--- config.mk ---
export PLATFORM = sky130hd
export DESIGN_NAME = ush_ctrl
export DESIGN_NICKNAME = d
export VERILOG_FILES = /design/src/ush_pkg.sv /design/src/ush_ctrl.sv
export SDC_FILE = /design/constraint.sdc
export NUM_CORES = 1
export LEC_CHECK = 0
export ABC_AREA = 1
export BUFFER_PORTS_ARGS = -buffer_cell sky130_fd_sc_hd__buf_2
export CELL_PAD_IN_SITES_DETAIL_PLACEMENT = 0
export CELL_PAD_IN_SITES_GLOBAL_PLACEMENT = 1
export CORE_AREA = 2 2 39 41
export CTS_BUF_LIST = sky130_fd_sc_hd__clkbuf_8
export CTS_CLUSTER_DIAMETER = 120
export DETAILED_ROUTE_END_ITERATION = 10
export DIE_AREA = 0 0 41 43
export PLACE_DENSITY_LB_ADDON = 0.1
export SLEW_MARGIN = 40
export SYNTH_ARGS = -nofsm -noshare
export SYNTH_HDL_FRONTEND = slang
export SYNTH_SLANG_ARGS = --single-unit
--- constraint.sdc ---
create_clock -name clk -period 1 [get_ports clk]
set_input_delay 0.05 -clock clk [delete_from_list [all_inputs] [get_ports clk]]
set_output_delay 0.05 -clock clk [all_outputs]
set_load 0.03 [all_outputs]
--- src/ush_pkg.sv ---
`timescale 1ns / 1ps
// ----------------------------------------------------------------------------
// ush_pkg
// Shared constants and types of the UTF-8 symbol histogram: table geometry,
// field widths, the controller/datapath command and status bundles and the
// result beat layout.
// ----------------------------------------------------------------------------
package ush_pkg;

  // Table geometry
  localparam int TABLE_DEPTH = 4096;
  localparam int IDX_W       = $clog2(TABLE_DEPTH);
  localparam int DIST_W      = IDX_W + 1;

  // Field widths
  localparam int COUNT_WIDTH = 32;
  localparam int CP_W        = 21;
  localparam int BYTE_W      = 8;
  localparam int AVAIL_W     = 3;

  // Commands from the controller to the datapath
  typedef struct packed {
    logic capture;    // take the input beat, decode, start a read
    logic scan_step;  // advance the table search by one entry
    logic fin_hit;    // bump the matched count, load the result
    logic fin_miss;   // append (or flag full), load the result
    logic fin_read;   // load the read-mode result
  } ush_cmd_t;

  // Status from the datapath to the controller
  typedef struct packed {
    logic req_mode;   // mode field of the input beat on offer
    logic hit;        // last fetched entry matches the code point
    logic scan_done;  // every stored entry compared, no match
    logic out_free;   // result register can take a new beat
  } ush_sts_t;

  // One result beat
  typedef struct packed {
    logic [CP_W-1:0]        char_code;
    logic [AVAIL_W-1:0]     used_bytes;
    logic [IDX_W-1:0]       entry_index;
    logic [COUNT_WIDTH-1:0] entry_count;
    logic                   new_entry;
    logic                   table_full;
    logic                   entry_valid;
    logic [DIST_W-1:0]      distinct_count;
    logic [COUNT_WIDTH-1:0] total_count;
  } ush_res_t;

endpackage

--- src/ush_ctrl.sv ---
`timescale 1ns / 1ps
// ----------------------------------------------------------------------------
// ush_ctrl
// Sequencer: accepts a beat, runs the table search or the table read, and
// finishes the item once the result register is free.
// ----------------------------------------------------------------------------
module ush_ctrl (
  input  logic              clk,
  input  logic              rst_n,
  input  logic              in_valid,
  output logic              in_ready,
  input  ush_pkg::ush_sts_t sts,
  output ush_pkg::ush_cmd_t cmd
);

  typedef enum logic [2:0] {
    ST_IDLE = 3'b001,
    ST_SCAN = 3'b010,
    ST_READ = 3'b100
  } state_t;

  state_t state_r, state_nxt;
  logic   accept;

  assign in_ready = (state_r == ST_IDLE);
  assign accept   = in_valid && in_ready;

  // Next state and commands
  always_comb begin
    state_nxt     = state_r;
    cmd           = '0;
    cmd.capture   = accept;
    unique case (state_r)
      ST_IDLE: begin
        if (accept) begin
          state_nxt = sts.req_mode ? ST_READ : ST_SCAN;
        end
      end
      ST_SCAN: begin
        if (sts.hit) begin
          if (sts.out_free) begin
            cmd.fin_hit = 1'b1;
            state_nxt   = ST_IDLE;
          end
        end else if (sts.scan_done) begin
          if (sts.out_free) begin
            cmd.fin_miss = 1'b1;
            state_nxt    = ST_IDLE;
          end
        end else begin
          cmd.scan_step = 1'b1;
        end
      end
      ST_READ: begin
        if (sts.out_free) begin
          cmd.fin_read = 1'b1;
          state_nxt    = ST_IDLE;
        end
      end
      default: begin
        state_nxt = ST_IDLE;
      end
    endcase
  end

  always_ff @(posedge clk) begin
    if (!rst_n) begin
      state_r <= ST_IDLE;
    end else begin
      state_r <= state_nxt;
    end
  end

endmodule

== After elaboration in Yosys (flattened, before gate mapping) ==
Index checks and enable logic that the tools add are counted.

* Reduce and logical (&&, ||, !) cells: 2
* Mux-type cells: 14
* Eq/ne operators: 5

{| class="wikitable"
|+ Operator list
! operator !! number
|-
| $mux 3 || 6
|-
| $pmux 3 s3 || 1
|-
| $mux 1 || 7
|-
| $eq 3x1->1 const B || 1
|-
| $eq 3x2->1 const B || 1
|-
| $eq 3x3->1 const B || 1
|-
| $ne 3x3->1 const B || 1
|-
| $ne 2x1->1 const B || 1
|-
| $reduce_and 2->1 || 1
|-
| $logic_and 1x1->1 || 1
|}

* Input bits: 7
* Output and inout bits: 6
* Word-level logic and storage cells: 22
* Register bits after elaboration: 3

== Logic depth before layout (Yosys ltp) ==
* Depth after elaboration: 4
* Mapped depth: 9
* Gate-level depth less buffers: 9

== Worst setup path after synthesis ==
No wires, ideal clock.

* Path kind: register to output
* Start: register state_r[2]
* End: output cmd[1] (netlist bit)
* Cell stages (with the launch flop): 4
* Setup slack: -230 ps
* Data required time: 950 ps
* Path buffers: 0
* Data arrival time: 1180 ps
* Path through: dfxtp_1 > nor2_1 > nand2_1 > nor3_1

{| class="wikitable"
|+ RTL lines
! item !! RTL line !! source
|-
| start, declared || ush_ctrl.sv:22 || <nowiki>state_t state_r, state_nxt;</nowiki>
|-
| start signal, assigned || ush_ctrl.sv:70 || <nowiki>state_r <= state_nxt;</nowiki>
|-
| end, declared || ush_ctrl.sv:13 || <nowiki>output ush_pkg::ush_cmd_t cmd</nowiki>
|}

==> impl_metrics.tcl <==
set metrics [dict create \
    status "complete, but fails checks" \
    reg_top3 "state_r: 3 flops" \
    cts_root_buffer "clkbuf_8" \
    cts.sinks 3 \
    ys_top_cells_by_area "dfxtp_1, nand2_1, nor2_1, inv_1, nand3_1" \
    synth_top_area_cell "dfxtp_1" \
    dp_cells 75 \
    insertion_delay_ns 0.22 \
    fin_ws_ns -0.1626 \
    vdd.ir_drop.worst_v 0.001572 \
    fmax_mhz 860.1 \
    drive_gt1_frac 0.6818 \
    antenna_cells 0 \
    synth.top_cell.area_share 0.2553 \
    setup_viol 9 \
    grt_max_degree 5 \
    postSynth.asyncResetShare 0 \
    slowest_delay_ns 0.35 \
    cpMostUsedCell "buf_6" \
    grt_pass1_vias 280 \
    yosysUniqueCellTypes 12 \
    antenna_left 0 \
    dr.pass1.iters 1 \
    ys_seq_elements 3 \
    yosys_warnings 0 \
    dieArea_um2 1763 \
    clock_path_buffers 2 \
    cp_data_required_time_ns 0.95 \
    port-buffer-count 12 \
    vias 330 \
    dpl.hpwl_um 511.7 \
    path_cells "nor2_4 > buf_4 > nand3_4 > buf_6 > inv_2 > buf_6" \
    dieWidth_um 41 \
    avgViaCountPerCell 4.024 \
    seq_area_frac_synth 0.2553 \
    hold_viol 0 \
    powerDensity_nw_per_um2 3521 \
    row_count 14 \
    h-tree-depth 1 \
    critPathLaunchType "flop" \
    rr_startpoint "state_r[0]" \
    grt_use_total 0.1003 \
    synth_edf_count 0 \
    synth_flop_cell "dfxtp_1" \
    synth_most_common_cell "nand2_1" \
    hold_class "in -> reg" \
    largest_reg_flops 3 \
    cap_violations 0 \
    postSynthCellCount 43 \
    hold_start "rst_n" \
    regMostFlops "state_r" \
    cts_tree "done" \
    finalCriticalPeriod_ns 1.163 \
    slew_headroom 0.8753 \
    syn-mean-instance-area_um2 5.470 \
    critPathSlowestCell "dfxtp_4" \
    final_area_um2 534.3 \
    placed_cell_area_um2 352.8 \
    globalplace.congestion 0.6930 \
    grt_pass1_wl_mm 1.097 \
    path_max_fanout 4 \
    nets 74 \
    totalWireLength_um 719 \
    die_h_um 43 \
    antenna_found_initial 0 \
    finClkSkew_ns 0.002267 \
    slew_violations 0 \
    p_leak_uw 0.0002744 \
    violations "setup timing" \
    critPathKind "reg -> out" \
    startpoint "state_r[2]" \
    cts_buffers 3 \
    cp.arrival_ns 1.11 \
    tightest_slew_ns 0.1864 \
    dpl_worst_slack_ns -0.08116 \
    clk_pin_slew_ns 0.03 \
    syn_nets 50 \
    rsz0062_at_grt "yes" \
    area_delta_synth_final_pct 127.1 \
    start_util 0.1700 \
    synth_common_cells "nand2_1, nor2_1, inv_1" \
    utilization 0.3861 \
    drc_errors 0 \
    overflow 0 \
    coreArea_um2 1384 \
    drt-initial-drc-count 0 \
    layout.cells.non_filler 82 \
    wl_per_cell_um 8.768 \
    post-route-period-util 1.163 \
    end_kind "output pin" \
    syn_area_um2 235.2 \
    pin_count 13 \
]
[layer usage]
metal	track usage	wire length, um	vias up
met3	0.03141	21	4
met4	0.1267	41	0
met2	0.1313	385	9
met1	0.1058	271	143
met5	0	0	-
li1	-	-	174
[cell families after synthesis]
family | Yosys count | share of synthesized area
flip-flops | 3 | 0.2553
AO/OA/AOI/OAI | 1 | 0.02126
AND/OR/NAND/NOR | 30 | 0.5638
buffers and inverters | 9 | 0.1596
[final cells by class]
cell class	instances	area [um^2]
Sequential cell	3	68.82
Tap cell	16	20.02
Timing Repair Buffer	20	161.4
Fill cell	138	849.6
Inverter	8	32.53
Clock inverter	1	3.754
Multi-Input combinational cell	31	206.4
Clock buffer	3	41.29
[metrics by stage]
stage	TNS (ns)	hold WS, ns	power, uW
3_5_place_dp	-0.2049	0.2715	1007
5_1_grt	-1.559	0.05031	2006
6_report	-0.9826	0.04617	1881
3_3_place_gp	-0.3705	0.2802	1036
2_1_floorplan	0	0.1341	802.2
4_1_cts	-1.131	0.04431	1746
[power by group]
part / switching [uW] / internal [uW] / total, uW
clock: 84.3 / 262 / 346
sequential: 94.2 / 211 / 305
combinational: 670 / 560 / 1230
total: 849 / 1030 / 1880
[critical path: cells and delay by family (launching register included)]
kind          cells  cell delay, ns
flops             1            0.35
simple gates      2            0.15
buf+inv           4            0.39
[path summary, 6_finish.rpt]
kind	end	cells after the start	slack, ns
worst max-delay path	cmd[3]	6	-0.16
worst min-delay path	state_r[0]	2	0.05
worst max register to register	state_r[1]	10	-0.12
worst min register to register	state_r[2]	2	0.53
[cell usage in the layout, fill, tap and decap left out, drive strengths merged]
cell / synthesis / final
nand2: 13 / 13
nand3: 5 / 5
nor3: 1 / 1
a21oi: 1 / 1
dfxtp: 3 / 3
clkbuf: 0 / 3
inv: 8 / 9
buf: 1 / 20
nor2: 11 / 11
[repair_timing]
action / in CTS / in global routing
setup endpoints to repair: 9 / 9
setup buffers: 3 / 0
pin swaps: 5 / 3
hold buffers: 0 / 0
gates resized for setup: 26 / 10
(Power assumes the default switching activity.)
